File: src/design/jsu_pkg.sv
// Shared types, codes and helpers for the JSON string unescape unit.
`timescale 1ns / 1ps
`default_nettype none

package jsu_pkg;

    // Result queue sizing
    localparam int MAX_RESULTS = 3;
    localparam int QUEUE_DEPTH = 8;
    localparam int QPTR_W      = $clog2(QUEUE_DEPTH);
    localparam int QCNT_W      = $clog2(QUEUE_DEPTH + 1);
    localparam int RCNT_W      = $clog2(MAX_RESULTS + 1);

    // Input beat kind
    typedef enum logic [1:0] {
        KIND_START = 2'd0,
        KIND_BYTE  = 2'd1,
        KIND_END   = 2'd2
    } kind_t;

    // Result status
    typedef enum logic [1:0] {
        ST_DATA = 2'd0,
        ST_DONE = 2'd1,
        ST_ERR  = 2'd2
    } status_t;

    // Parser mode
    typedef enum logic [2:0] {
        MODE_IDLE = 3'd0,
        MODE_BODY = 3'd1,
        MODE_ESC  = 3'd2,
        MODE_HEX0 = 3'd3,
        MODE_HEX1 = 3'd4,
        MODE_HEX2 = 3'd5,
        MODE_HEX3 = 3'd6
    } mode_t;

    // Character codes
    localparam logic [7:0] CH_QUOTE  = 8'h22;
    localparam logic [7:0] CH_BSLASH = 8'h5c;
    localparam logic [7:0] CH_SLASH  = 8'h2f;
    localparam logic [7:0] CH_B      = 8'h62;
    localparam logic [7:0] CH_F      = 8'h66;
    localparam logic [7:0] CH_N      = 8'h6e;
    localparam logic [7:0] CH_R      = 8'h72;
    localparam logic [7:0] CH_T      = 8'h74;
    localparam logic [7:0] CH_U      = 8'h75;
    localparam logic [7:0] CTL_BS    = 8'h08;
    localparam logic [7:0] CTL_FF    = 8'h0c;
    localparam logic [7:0] CTL_LF    = 8'h0a;
    localparam logic [7:0] CTL_CR    = 8'h0d;
    localparam logic [7:0] CTL_TAB   = 8'h09;

    // One result beat
    typedef struct packed {
        logic [7:0] data;
        status_t    status;
        logic       last;
    } result_t;

    // Everything one input beat produces
    typedef struct packed {
        logic [RCNT_W-1:0]            count;
        result_t [MAX_RESULTS-1:0]    item;
    } decode_t;

    // Hex digit of either case: {valid, value}
    function automatic logic [4:0] hex_digit(input logic [7:0] c);
        logic [4:0] r;
        r = 5'd0;
        if (c >= 8'h30 && c <= 8'h39) begin
            r = {1'b1, c[3:0]};
        end else if ((c >= 8'h61 && c <= 8'h66) || (c >= 8'h41 && c <= 8'h46)) begin
            r = {1'b1, c[3:0] + 4'd9};
        end
        return r;
    endfunction

endpackage

`default_nettype wire

File: src/design/jsu_decoder.sv
// Parser state and combinational decode of one input beat into up to three results.
`timescale 1ns / 1ps
`default_nettype none

module jsu_decoder
    import jsu_pkg::*;
(
    input  wire logic       aclk,
    input  wire logic       aresetn,
    input  wire logic       in_fire,
    input  wire logic [1:0] in_kind,
    input  wire logic [7:0] in_byte,
    output decode_t         dec
);

    mode_t       mode_reg, mode_next;
    logic [15:0] acc_reg, acc_next;

    logic [4:0]  hex;
    logic [15:0] cp;

    assign hex = hex_digit(in_byte);
    assign cp  = {acc_reg[11:0], hex[3:0]};

    // State registers
    always_ff @(posedge aclk) begin
        if (!aresetn) begin
            mode_reg <= MODE_IDLE;
            acc_reg  <= 16'd0;
        end else begin
            mode_reg <= mode_next;
            acc_reg  <= acc_next;
        end
    end

    // Decode
    always_comb begin
        mode_next = mode_reg;
        acc_next  = acc_reg;
        dec       = '0;
        if (in_fire) begin
            unique case (in_kind)
                KIND_START: begin
                    acc_next = 16'd0;
                    if (in_byte == CH_QUOTE) begin
                        mode_next = MODE_BODY;
                    end else begin
                        mode_next             = MODE_IDLE;
                        dec.count             = RCNT_W'(1);
                        dec.item[0].status    = ST_ERR;
                    end
                end
                KIND_BYTE: begin
                    unique case (mode_reg)
                        MODE_BODY: begin
                            if (in_byte == CH_QUOTE) begin
                                mode_next          = MODE_IDLE;
                                dec.count          = RCNT_W'(1);
                                dec.item[0].status = ST_DONE;
                            end else if (in_byte == CH_BSLASH) begin
                                mode_next = MODE_ESC;
                            end else begin
                                dec.count          = RCNT_W'(1);
                                dec.item[0].data   = in_byte;
                                dec.item[0].status = ST_DATA;
                            end
                        end
                        MODE_ESC: begin
                            mode_next          = MODE_BODY;
                            dec.count          = RCNT_W'(1);
                            dec.item[0].status = ST_DATA;
                            unique case (in_byte)
                                CH_QUOTE:  dec.item[0].data = CH_QUOTE;
                                CH_BSLASH: dec.item[0].data = CH_BSLASH;
                                CH_SLASH:  dec.item[0].data = CH_SLASH;
                                CH_B:      dec.item[0].data = CTL_BS;
                                CH_F:      dec.item[0].data = CTL_FF;
                                CH_N:      dec.item[0].data = CTL_LF;
                                CH_R:      dec.item[0].data = CTL_CR;
                                CH_T:      dec.item[0].data = CTL_TAB;
                                CH_U: begin
                                    acc_next  = 16'd0;
                                    mode_next = MODE_HEX0;
                                    dec.count = RCNT_W'(0);
                                end
                                default: begin
                                    acc_next           = 16'd0;
                                    mode_next          = MODE_IDLE;
                                    dec.item[0].status = ST_ERR;
                                end
                            endcase
                        end
                        MODE_HEX0, MODE_HEX1, MODE_HEX2, MODE_HEX3: begin
                            if (!hex[4]) begin
                                acc_next           = 16'd0;
                                mode_next          = MODE_IDLE;
                                dec.count          = RCNT_W'(1);
                                dec.item[0].status = ST_ERR;
                            end else if (mode_reg != MODE_HEX3) begin
                                acc_next  = cp;
                                mode_next = mode_t'(mode_reg + 3'd1);
                            end else begin
                                // Fourth digit: emit the code point as UTF-8
                                acc_next  = cp;
                                mode_next = MODE_BODY;
                                if (cp[15:7] == 9'd0) begin
                                    dec.count        = RCNT_W'(1);
                                    dec.item[0].data = cp[7:0];
                                end else if (cp[15:11] == 5'd0) begin
                                    dec.count        = RCNT_W'(2);
                                    dec.item[0].data = {3'b110, cp[10:6]};
                                    dec.item[1].data = {2'b10, cp[5:0]};
                                end else begin
                                    dec.count        = RCNT_W'(3);
                                    dec.item[0].data = {4'b1110, cp[15:12]};
                                    dec.item[1].data = {2'b10, cp[11:6]};
                                    dec.item[2].data = {2'b10, cp[5:0]};
                                end
                            end
                        end
                        default: ; // idle: byte ignored
                    endcase
                end
                KIND_END: begin
                    if (mode_reg != MODE_IDLE) begin
                        acc_next           = 16'd0;
                        mode_next          = MODE_IDLE;
                        dec.count          = RCNT_W'(1);
                        dec.item[0].status = ST_ERR;
                    end
                end
                default: ; // unused kind: ignored
            endcase
            // Flag the final result of this beat
            for (int i = 0; i < MAX_RESULTS; i++) begin
                dec.item[i].last = (dec.count == RCNT_W'(i + 1));
            end
        end
    end

endmodule

`default_nettype wire

File: src/design/jsu_result_queue.sv
// Register queue: takes up to three results per cycle, sends one beat per ready cycle.
`timescale 1ns / 1ps
`default_nettype none

module jsu_result_queue
    import jsu_pkg::*;
(
    input  wire logic       aclk,
    input  wire logic       aresetn,
    input  wire decode_t    dec,
    output logic            space_ok,
    output logic            m_valid,
    input  wire logic       m_ready,
    output logic [7:0]      m_out_byte,
    output logic [1:0]      m_status,
    output logic            m_last
);

    result_t            mem [QUEUE_DEPTH];
    logic [QPTR_W-1:0]  wr_ptr_reg, rd_ptr_reg;
    logic [QCNT_W-1:0]  count_reg, count_next;
    logic               pop;
    result_t            head;

    assign pop      = m_valid && m_ready;
    assign space_ok = count_reg <= QCNT_W'(QUEUE_DEPTH - MAX_RESULTS);

    // Occupancy
    always_comb begin
        count_next = count_reg + QCNT_W'(dec.count) - QCNT_W'(pop);
    end

    // Pointers and count
    always_ff @(posedge aclk) begin
        if (!aresetn) begin
            wr_ptr_reg <= '0;
            rd_ptr_reg <= '0;
            count_reg  <= '0;
        end else begin
            wr_ptr_reg <= wr_ptr_reg + QPTR_W'(dec.count);
            rd_ptr_reg <= rd_ptr_reg + QPTR_W'(pop);
            count_reg  <= count_next;
        end
    end

    // Entry storage
    always_ff @(posedge aclk) begin
        for (int i = 0; i < MAX_RESULTS; i++) begin
            if (RCNT_W'(i) < dec.count) begin
                mem[wr_ptr_reg + QPTR_W'(i)] <= dec.item[i];
            end
        end
    end

    // Head beat
    assign head       = mem[rd_ptr_reg];
    assign m_valid    = count_reg != '0;
    assign m_out_byte = head.data;
    assign m_status   = head.status;
    assign m_last     = head.last;

endmodule

`default_nettype wire

File: src/design/json_string_unescape_unit.sv
// Top level of the JSON string unescape unit: decoder plus result queue.
//
//  channel | dir | handshake          | payload
//  s_      | in  | s_valid / s_ready  | s_kind[1:0], s_in_byte[7:0]
//  m_      | out | m_valid / m_ready  | m_out_byte[7:0], m_status[1:0], m_last
//
// While s_ready is high one input beat is taken per cycle; its results land in the queue
// on the same edge and the first can leave on the next cycle. A \u escape gives up to
// three result beats from its last hex digit; the queue sends one per ready cycle.
// s_ready is high while the eight-entry queue has room for three more results.
// aresetn clears the parser mode and empties the queue; m_ready low only fills the queue.
`timescale 1ns / 1ps
`default_nettype none

module json_string_unescape_unit
    import jsu_pkg::*;
(
    input  wire logic       aclk,
    input  wire logic       aresetn,
    input  wire logic       s_valid,
    output logic            s_ready,
    input  wire logic [1:0] s_kind,
    input  wire logic [7:0] s_in_byte,
    output logic            m_valid,
    input  wire logic       m_ready,
    output logic [7:0]      m_out_byte,
    output logic [1:0]      m_status,
    output logic            m_last
);

    decode_t dec;
    logic    space_ok;

    assign s_ready = space_ok;

    jsu_decoder u_decoder (
        .aclk    (aclk),
        .aresetn (aresetn),
        .in_fire (s_valid && s_ready),
        .in_kind (s_kind),
        .in_byte (s_in_byte),
        .dec     (dec)
    );

    jsu_result_queue u_queue (
        .aclk       (aclk),
        .aresetn    (aresetn),
        .dec        (dec),
        .space_ok   (space_ok),
        .m_valid    (m_valid),
        .m_ready    (m_ready),
        .m_out_byte (m_out_byte),
        .m_status   (m_status),
        .m_last     (m_last)
    );

endmodule

`default_nettype wire

File: config.mk
export PLATFORM = sky130hd
export DESIGN_NAME = json_string_unescape_unit
export DESIGN_NICKNAME = d
export VERILOG_FILES = /design/src/design/jsu_pkg.sv /design/src/design/jsu_decoder.sv /design/src/design/jsu_result_queue.sv /design/src/design/json_string_unescape_unit.sv
export SDC_FILE = /design/constraint.sdc
export NUM_CORES = 1
export LEC_CHECK = 0
export ABC_CLOCK_PERIOD_IN_PS = 4300
export BUFFER_PORTS_ARGS = -buffer_cell sky130_fd_sc_hd__buf_4
export CAP_MARGIN = 10
export CORE_ASPECT_RATIO = 0.6
export CORE_MARGIN = 1
export CORE_UTILIZATION = 63
export CTS_CLUSTER_DIAMETER = 200
export DETAILED_ROUTE_END_ITERATION = 6
export PLACE_DENSITY = 0.84
export SYNTH_ARGS = -nofsm -noshare
export SYNTH_HDL_FRONTEND = slang
export SYNTH_SLANG_ARGS = --single-unit
File: constraint.sdc
create_clock -name aclk -period 4.3 [get_ports aclk]
set_input_delay 0.86 -clock aclk [delete_from_list [all_inputs] [get_ports aclk]]
set_output_delay 0.86 -clock aclk [all_outputs]
set_load 0.005 [all_outputs]
==> flow_summary.yaml, run 1 <==
clocking:
  postCtsSetupBuffers: 0
  cts_tree: "built"
  cts_buffers: 17
  insertion_delay_ns: 0.43
  clk_transition_reported_paths_ns: 0.05
  clkSinkCount: 113
  cts_resized: 0
  htreeDepth: 4
  cts_buffer_depth: 2
  ctsHoldBuffers: 0
  cts_root_buffer: "clkbuf_16"
floorplanning:
  die_h_um: 85.1
  die-area_um2: 11900
  num_rows: 29
  ioPinCount: 27
  initial_utilization: 0.666
  die_w_um: 140
  core_area_um2: 10900
sta:
  finalSetupTns_ns: 0
  final-setup-viol-count: 0
  max_clock_freq_ghz: 0.263
  slew_violations: 0
  finalWorstSetupSlack_ns: 0.493
  slew_headroom: 0.129
  period_share: 0.885
  hold_viol_final: 0
  period_minus_slack_ns: 3.81
  fin_skew_ns: 0.0114
  worstMarginPinSlew_ns: 1.30
  rsz0062_at_grt: "no"
critical_path:
  crit_family: "simple AND/OR/NAND/NOR gates"
  cp.required_ns: 4.33
  slowest_stage: "nand3_1"
  cp-end-kind: "flop"
  path_buf_inv: 3
  critPathArrivalTime_ns: 3.84
  cpPeakStageDelay_ns: 0.43
  cp-start-kind: "input pin"
  crit_top_cell: "o21ai_2"
  cp_max_fo: 8
  path_cells: "buf_4 > inv_1 > ha_1 > o21ba_2 > o21a_1 > o21ai_2 > or3_1 > clkinv_4 > or2_1 > o21ai_2 > nand3_1"
  worstSetupPathType: "input pin to flop"
placed_design:
  portBuffers: 26
  hpwl_mm: 17.9
  dpl_cell_area_um2: 7680
  place_congestion: 1.04
  dp_slack_ns: 0.215
worst_hold_path:
  hp-class: "flop to flop"
final_layout:
  diodes: 0
  stdcell_area_um2: 8250
  num-fill-cells: 739
  drive_gt1_frac: 0.206
  fin_nets: 801
  final_cell_mix: "nand2_1, edfxtp_1, a21oi_1"
  multiInputGateArea_um2: 4100
  syn_to_final_growth_pct: 13.8
  utilization: 0.758
  largest_reg_flops: 88
  seq_area_um2: 2900
  mostFrequentLayoutCell: "nand2_1"
power_and_ir_drop:
  power.leakage_uw: 0.00278
  ir_worst_vdd_mv: 0.282
  p_per_area_nw_per_um2: 397
  finalPower_uw: 3270
synth:
  syn_nets: 760
  synth_top_family_by_area: "compound AO/OA/AOI/OAI gates"
  yosys_most_used_dff: "edfxtp_1"
  ys_ff_latch: 113
  syn-instance-count: 724
  synth-xor-area-share: 0.00967
  netlist_area_um2: 7250
  yosys.area_share.simple: 0.196
  yosysUniqueCellTypes: 81
  synth-edff-count: 64
  yosysWarnings: 0
  async_reset_ff_frac: 0
  yosysSeqAreaShare: 0.401
  synth.avg_cell_area_um2: 10.0
  synthMuxAreaShare: 0.108
  synth_compound_area_frac: 0.212
  synthAdderAreaFrac: 0.0401
detailed_routing:
  vias: 7042
  dr_wl_met2_mm: 9.54
  drt_wl_total_mm: 24.8
  ant_nets: 0
  drt_first_pass_iters: 7
  route.met3.wl_mm: 4.72
  drcViolationCount: 1
  vias_per_cell: 7.68
  drtIter0Drc: 1110
  wl_per_cell_um: 27.1
  wl_met1_mm: 9.75
  topRoutingLayerUsed: "met4"
global_routing:
  grt_pass1_vias: 6324
  grt_pass1_wl_mm: 37.4
  grt_use_total: 0.430
  antenna_found_initial: 0
  grt_max_degree: 25
  grt.overflow.total: 0
run_status:
  violations: "design-rule violations"
  status: "finished with violations"
flow_run:
  max-cap-violations: 0
[cell type report]
class / count / share of cell area
multi-input combinational: 558 / 0.497
sequential: 113 / 0.352
clock buffer: 18 / 0.0520
timing repair buffer: 57 / 0.0519
tap: 139 / 0.0211
clock inverter: 14 / 0.0173
inverter: 18 / 0.00880
[stage by stage]
stage,hold WS (ns),instances
after detailed placement,0.452,885
final,0.459,917
after CTS,0.461,917
after floorplan,0.428,724
after global placement,0.442,885
after global routing,0.473,917
[layer usage]
| metal | GRT usage | vias to the layer above |
|---|---|---|
| li1 | - | 2925 |
| met1 | 0.600 | 3335 |
| met2 | 0.577 | 684 |
| met3 | 0.214 | 98 |
| met4 | 0.135 | 0 |
| met5 | 0 | - |
[path summary, 6_finish.rpt]
path                         from                 end  slack (ns)  cells past startpoint
max                  s_in_byte[0]  u_queue.mem[4][10]        0.49                     11
min             u_queue.mem[7][9]   u_queue.mem[7][9]        0.46                      2
max reg2reg  u_decoder.acc_reg[6]  u_queue.mem[4][10]        0.67                      7
min reg2reg     u_queue.mem[7][9]   u_queue.mem[7][9]        0.46                      2
[worst reg2reg max path, stage by stage (launching register included)]
cell and delay, ns:
dfxtp_1 0.37, or4_1 0.60, nor3_1 0.56, or3_1 0.43, clkinv_4 0.13, or2_1 0.40, o21ai_2 0.32, nand3_1 0.43
[kinds of logic after synthesis]
family | after synthesis
compound gates | 200
xor+xnor | 8
fa+ha+maj | 22
flops | 113
simple gates | 279
buf+inv | 53
mux | 49
[synthesized netlist by cell type, types with 6 or more instances]
| master | count | share of area |
|---|---|---|
| buf_1 | 6 | 0.0031 |
| o221ai_1 | 30 | 0.036 |
| mux4_2 | 22 | 0.068 |
| dfxtp_1 | 49 | 0.14 |
| edfxtp_1 | 64 | 0.27 |
| nor3_1 | 22 | 0.015 |
| mux2i_1 | 16 | 0.022 |
| ha_1 | 20 | 0.035 |
| o221a_1 | 8 | 0.012 |
| nand3_1 | 37 | 0.026 |
| a221oi_1 | 25 | 0.030 |
| o21ai_0 | 14 | 0.0097 |
| a22oi_1 | 8 | 0.0083 |
| inv_1 | 17 | 0.0088 |
| nand2_1 | 92 | 0.048 |
| or3_1 | 8 | 0.0069 |
| and2_1 | 10 | 0.0086 |
| nand2b_1 | 7 | 0.0060 |
| nor2_1 | 50 | 0.026 |
| xnor2_1 | 6 | 0.0073 |
| mux2_2 | 11 | 0.017 |
| clkbuf_1 | 18 | 0.0093 |
| buf_2 | 7 | 0.0048 |
| a21oi_1 | 58 | 0.040 |
[where the power goes]
part           total, uW  internal [uW]  leakage [uW]  switching [uW]
sequential          1230           1170      0.000934            55.6
clock               1370            847      0.000267             526
combinational        673            331       0.00158             342
Power figures use the tool's default switching activity.
==> inputs of run 2 (changes only) <==
- ABC_CLOCK_PERIOD_IN_PS: 4300 -> default
- CORE_UTILIZATION: 63 -> 45
- PLACE_DENSITY: 0.84 -> 0.64
==> run 2 against run 1 <==
- the run still ends with design-rule violations left
- fmax up 0.85%
- worst setup slack improved by 0.032 ns
- clock skew up 0.00075 ns
- global-route usage shrank 11 points
- sequential share of layout area shrank 0.51 points
- via count shrank 4.6%
- cell area rose by 1.5%
- first-iteration DRC count is 3.3% higher
- largest cell class unchanged
- largest power group unchanged
==> flow_summary.yaml, run 2 (synthesized netlist as in run 1, its figures left out) <==
critical_path:
  path_cells: "buf_4 > inv_1 > ha_1 > o21ba_2 > o21a_1 > o21ai_2 > or3_1 > clkinv_4 > or2_1 > o21ai_4 > nand3_1"
  cp-end-kind: "flop"
  rr_endpoint: "u_queue.mem[5][10]"
  slowest_stage: "or2_1"
  path_buf_inv: 3
  cpPeakStageDelay_ns: 0.42
  r2r_start: "u_decoder.acc_reg[7]"
  cp_max_fo: 8
  ff2ff_path_depth: 6
  critPathArrivalTime_ns: 3.82
  r2r_slack_ns: 0.90
  crit_family: "simple AND/OR/NAND/NOR gates"
  worstSetupPathType: "input pin to flop"
  cp-start-kind: "input pin"
  cp.required_ns: 4.34
detailed_routing:
  ant_nets: 0
  drcViolationCount: 1
  drt_wl_total_mm: 25.4
  wl_per_cell_um: 25.8
  vias: 6717
  drtIter0Drc: 1147
  route.met3.wl_mm: 3.80
  vias_per_cell: 6.82
  wl_met1_mm: 11.5
  dr_wl_met2_mm: 9.66
  drt_first_pass_iters: 7
  topRoutingLayerUsed: "met4"
global_routing:
  grt_max_degree: 25
  grt_use_total: 0.318
  grt_pass1_wl_mm: 38.8
  grt.overflow.total: 0
  grt_pass1_vias: 6341
  antenna_found_initial: 0
power_and_ir_drop:
  power.leakage_uw: 0.00282
  ir_worst_vdd_mv: 0.228
  p_per_area_nw_per_um2: 392
sta:
  worstMarginPinSlew_ns: 1.13
  finalWorstSetupSlack_ns: 0.525
  slew_headroom: 0.244
  hold_viol_final: 0
  period_minus_slack_ns: 3.78
  period_share: 0.878
  rsz0062_at_grt: "no"
  final-setup-viol-count: 0
  max_clock_freq_ghz: 0.265
  finalSetupTns_ns: 0
  slew_violations: 0
  fin_skew_ns: 0.0122
clocking:
  cts_buffers: 17
  cts_root_buffer: "clkbuf_16"
  insertion_delay_ns: 0.42
  htreeDepth: 4
  ctsHoldBuffers: 0
  clk_transition_reported_paths_ns: 0.05
  cts_resized: 0
  cts_buffer_depth: 2
  clkSinkCount: 113
  cts_tree: "built"
  postCtsSetupBuffers: 0
final_layout:
  largest_reg_flops: 88
  mostFrequentLayoutCell: "nand2_1"
  multiInputGateArea_um2: 4100
  num-fill-cells: 1386
  drive_gt1_frac: 0.211
  syn_to_final_growth_pct: 15.5
  stdcell_area_um2: 8370
  fin_nets: 805
  diodes: 0
  seq_area_um2: 2900
  final_cell_mix: "nand2_1, edfxtp_1, buf_4"
placed_design:
  hpwl_mm: 18.9
  place_congestion: 1.06
  dp_slack_ns: 0.131
  dpl_cell_area_um2: 7800
  portBuffers: 26
floorplanning:
  die-area_um2: 16600
  core_area_um2: 15500
  num_rows: 35
  die_w_um: 166
  ioPinCount: 27
  die_h_um: 100
  initial_utilization: 0.466
run_status:
  violations: "design-rule violations"
  status: "finished with violations"
worst_hold_path:
  min_path_cells: 2
  min_to: "u_queue.mem[3][9]"
  hp-start: "u_queue.mem[3][9]"
  hp-class: "flop to flop"
flow_run:
  max-cap-violations: 0
run 2: changes by cell type in the layout (fill, tap and decap cells not counted):
cell and change:
clkinv_1 -1, buf_4 +3, clkinv_4 -3, buf_12 +1
clkinv_2 +2, inv_6 +2
run 2: area by class of cell:
cell class | count | share of cell area
clock buffer | 18 | 0.0513
clock inverter | 14 | 0.0167
inverter | 18 | 0.00867
multi-input combinational | 558 | 0.490
sequential | 113 | 0.347
tap | 203 | 0.0303
timing repair buffer | 61 | 0.0562
run 2: metrics by stage:
stage	total power, uW	hold WS, ns	std cells	util
6_report	3280	0.455	985	0.538
5_1_grt	3410	0.485	985	0.538
4_1_cts	3290	0.456	985	0.538
3_5_place_dp	1920	0.451	953	0.502
3_3_place_gp	1900	0.439	953	0.502
2_1_floorplan	1690	0.428	724	-
run 2: report_power, final:
group          internal, uW  total, uW  switching (uW)  leakage (uW)
registers              1170       1200            24.5      0.000939
logic                   333        699             366       0.00161
clock network           849       1380             534      0.000270
total                  2350       3280             924       0.00282
run 2: worst max path at each step:
stage	from	endpoint	slack, ns	depth (start not counted)
2_1_floorplan	s_in_byte[4]	u_queue.count_reg[3]	0.71	13
3_3_place_gp	s_in_byte[0]	u_queue.mem[1][6]	0.36	11
3_5_place_dp	s_in_byte[0]	u_queue.mem[1][3]	0.13	11
4_1_cts	s_in_byte[0]	u_queue.mem[1][8]	0.55	11
5_1_grt	s_in_byte[0]	u_queue.mem[1][8]	0.31	11
6_report	s_in_byte[0]	u_queue.mem[1][8]	0.52	11
run 2: worst register-to-register path: stages, from the launching register on:
cell	delay [ns]
dfxtp_1	0.36
or4_1	0.61
o31ai_1	0.50
a31oi_1	0.22
or3_1	0.60
nand3_1	0.34
nand3_1	0.40
run 2: per-layer routing:
layer  up-vias  GRT usage
met3        51      0.109
met2       504      0.431
met1      3231      0.472
li1       2931          -
met5         -          0
met4         0     0.0920
==> inputs of run 3 (changes only) <==
- PLACE_DENSITY: 0.64 -> default
==> run 3 against run 2 <==
- the run still ends with design-rule violations left
- worst setup slack gained 0.013 ns
- die area is the same
- utilization shrank 0.16 points
- worst hold slack gained 0.0032 ns
- first-iteration DRC count shrank 16%
- fmax grew 0.34%
- via count shrank 2.4%
- count of clock-buffer cells in the layout grew 7
==> flow_summary.yaml, run 3 (synthesized netlist as in run 1, its figures left out) <==
clocking:
  insertion_delay_ns: 0.42
  htreeDepth: 4
  cts_buffer_depth: 2
  clk_transition_reported_paths_ns: 0.06
  cts_root_buffer: "clkbuf_16"
  cts_buffers: 17
  ctsHoldBuffers: 0
  clkSinkCount: 113
  postCtsSetupBuffers: 0
  cts_tree: "built"
  cts_resized: 0
power_and_ir_drop:
  power.leakage_uw: 0.00281
  p_per_area_nw_per_um2: 387
  finalPower_uw: 3230
  ir_worst_vdd_mv: 0.157
final_layout:
  multiInputGateArea_um2: 4100
  largest_reg_flops: 88
  num-fill-cells: 1364
  fin_nets: 804
  diodes: 0
  stdcell_area_um2: 8340
  seq_area_um2: 2900
  final_cell_mix: "nand2_1, edfxtp_1, buf_4"
  syn_to_final_growth_pct: 15.2
  utilization: 0.537
  mostFrequentLayoutCell: "nand2_1"
  drive_gt1_frac: 0.207
global_routing:
  grt_use_total: 0.298
  grt_max_degree: 25
  antenna_found_initial: 0
  grtUsageMet3: 0.116
  top_usage_layer: "met1"
  met1_usage: 0.450
  grt_util_met2: 0.393
  grt_pass1_vias: 6030
  grt.overflow.total: 0
  grt_pass1_wl_mm: 36.4
detailed_routing:
  drcViolationCount: 4
  drtIter0Drc: 966
  wl_per_cell_um: 24.4
  drt_first_pass_iters: 7
  drt_wl_total_mm: 24.0
  ant_nets: 0
  vias: 6558
  vias_per_cell: 6.66
sta:
  max_clock_freq_ghz: 0.266
  hold_slack_ns: 0.458
  slew_headroom: 0.302
  fin_skew_ns: 0.0110
  slew_violations: 0
  period_minus_slack_ns: 3.76
  finalSetupTns_ns: 0
  rsz0062_at_grt: "no"
  period_share: 0.875
  worstMarginPinSlew_ns: 1.04
  hold_viol_final: 0
  final-setup-viol-count: 0
critical_path:
  path_cells: "buf_4 > inv_1 > ha_1 > o21ba_2 > o21a_1 > o21ai_2 > or3_1 > clkinv_4 > nor2_4 > a21o_1 > nand3_1"
  r2r_start: "u_decoder.acc_reg[6]"
  cp.required_ns: 4.31
  critPathArrivalTime_ns: 3.77
  rr_endpoint: "u_queue.mem[6][3]"
  cp-start-kind: "input pin"
  worstSetupPathType: "input pin to flop"
  cp-end-kind: "flop"
  ff2ff_path_depth: 7
  cpPeakStageDelay_ns: 0.45
  worstSetupStartpoint: "s_in_byte[0]"
  cp_max_fo: 9
  endpoint: "u_queue.mem[6][3]"
  r2r_slack_ns: 0.79
  slowest_stage: "nand3_1"
floorplanning:
  initial_utilization: 0.466
  core_area_um2: 15500
  die_w_um: 166
  die_h_um: 100
  die-area_um2: 16600
  num_rows: 35
  ioPinCount: 27
placed_design:
  place_congestion: 0.972
  dpl_cell_area_um2: 7780
  hpwl_mm: 18.1
  portBuffers: 26
flow_run:
  max-cap-violations: 0
run_status:
  violations: "design-rule violations"
  status: "finished with violations"
worst_hold_path:
  hp-class: "flop to flop"
-- run 3: changes by cell type in the layout (fill, tap and decap cells not counted), sizes merged --
| cell | change |
|---|---|
| bufinv | -2 |
| clkinvlp | -3 |
| clkinv | -1 |
| inv | -1 |
| buf | -1 |
| clkbuf | +7 |
-- run 3: critical path: cells and delay by family --
family                   cells  cell delay, ns
AND/OR/NAND/NOR              3            1.18
AO/OA/AOI/OAI                4            1.10
buffers and inverters        3            0.32
adder cells (fa/ha/maj)      1            0.30
-- run 3: power by group --
part	internal (uW)	switching [uW]	total [uW]
Sequential	1170	30.9	1200
Clock	834	510	1340
Combinational	328	356	684
-- run 3: final cells by class --
| cell class | instances | share of cell area |
|---|---|---|
| Multi-Input combinational cell | 558 | 0.491 |
| Sequential cell | 113 | 0.348 |
| Clock buffer | 25 | 0.0621 |
| Timing Repair Buffer | 60 | 0.0540 |
| Tap cell | 203 | 0.0304 |
| Inverter | 18 | 0.00870 |
| Clock inverter | 7 | 0.00555 |
-- run 3: metrics by stage --
step	cells	setup slack, ns
6_report	984	0.538
3_3_place_gp	952	0.299
3_5_place_dp	952	0.183
2_1_floorplan	724	0.706
4_1_cts	984	0.604
5_1_grt	984	0.404
-- run 3: layer usage --
layer,part of all wire,up-vias
met5,0,-
met4,0.011,0
met3,0.15,34
met2,0.37,458
met1,0.47,3145
li1,-,2921
-- run 3: how the worst min path moves through the flow --
stage / slack [ns] / endpoint / cells past startpoint / from
floorplan: 0.43 / u_queue.mem[0][2] / 2 / u_queue.mem[0][2]
global placement: 0.45 / u_queue.mem[5][9] / 2 / u_queue.mem[5][9]
detailed placement: 0.45 / u_queue.mem[1][1] / 2 / u_queue.mem[1][1]
CTS: 0.46 / u_queue.mem[3][9] / 2 / u_queue.mem[3][9]
global route: 0.48 / u_queue.mem[1][9] / 2 / u_queue.mem[1][9]
finish: 0.46 / u_queue.mem[7][9] / 2 / u_queue.mem[7][9]
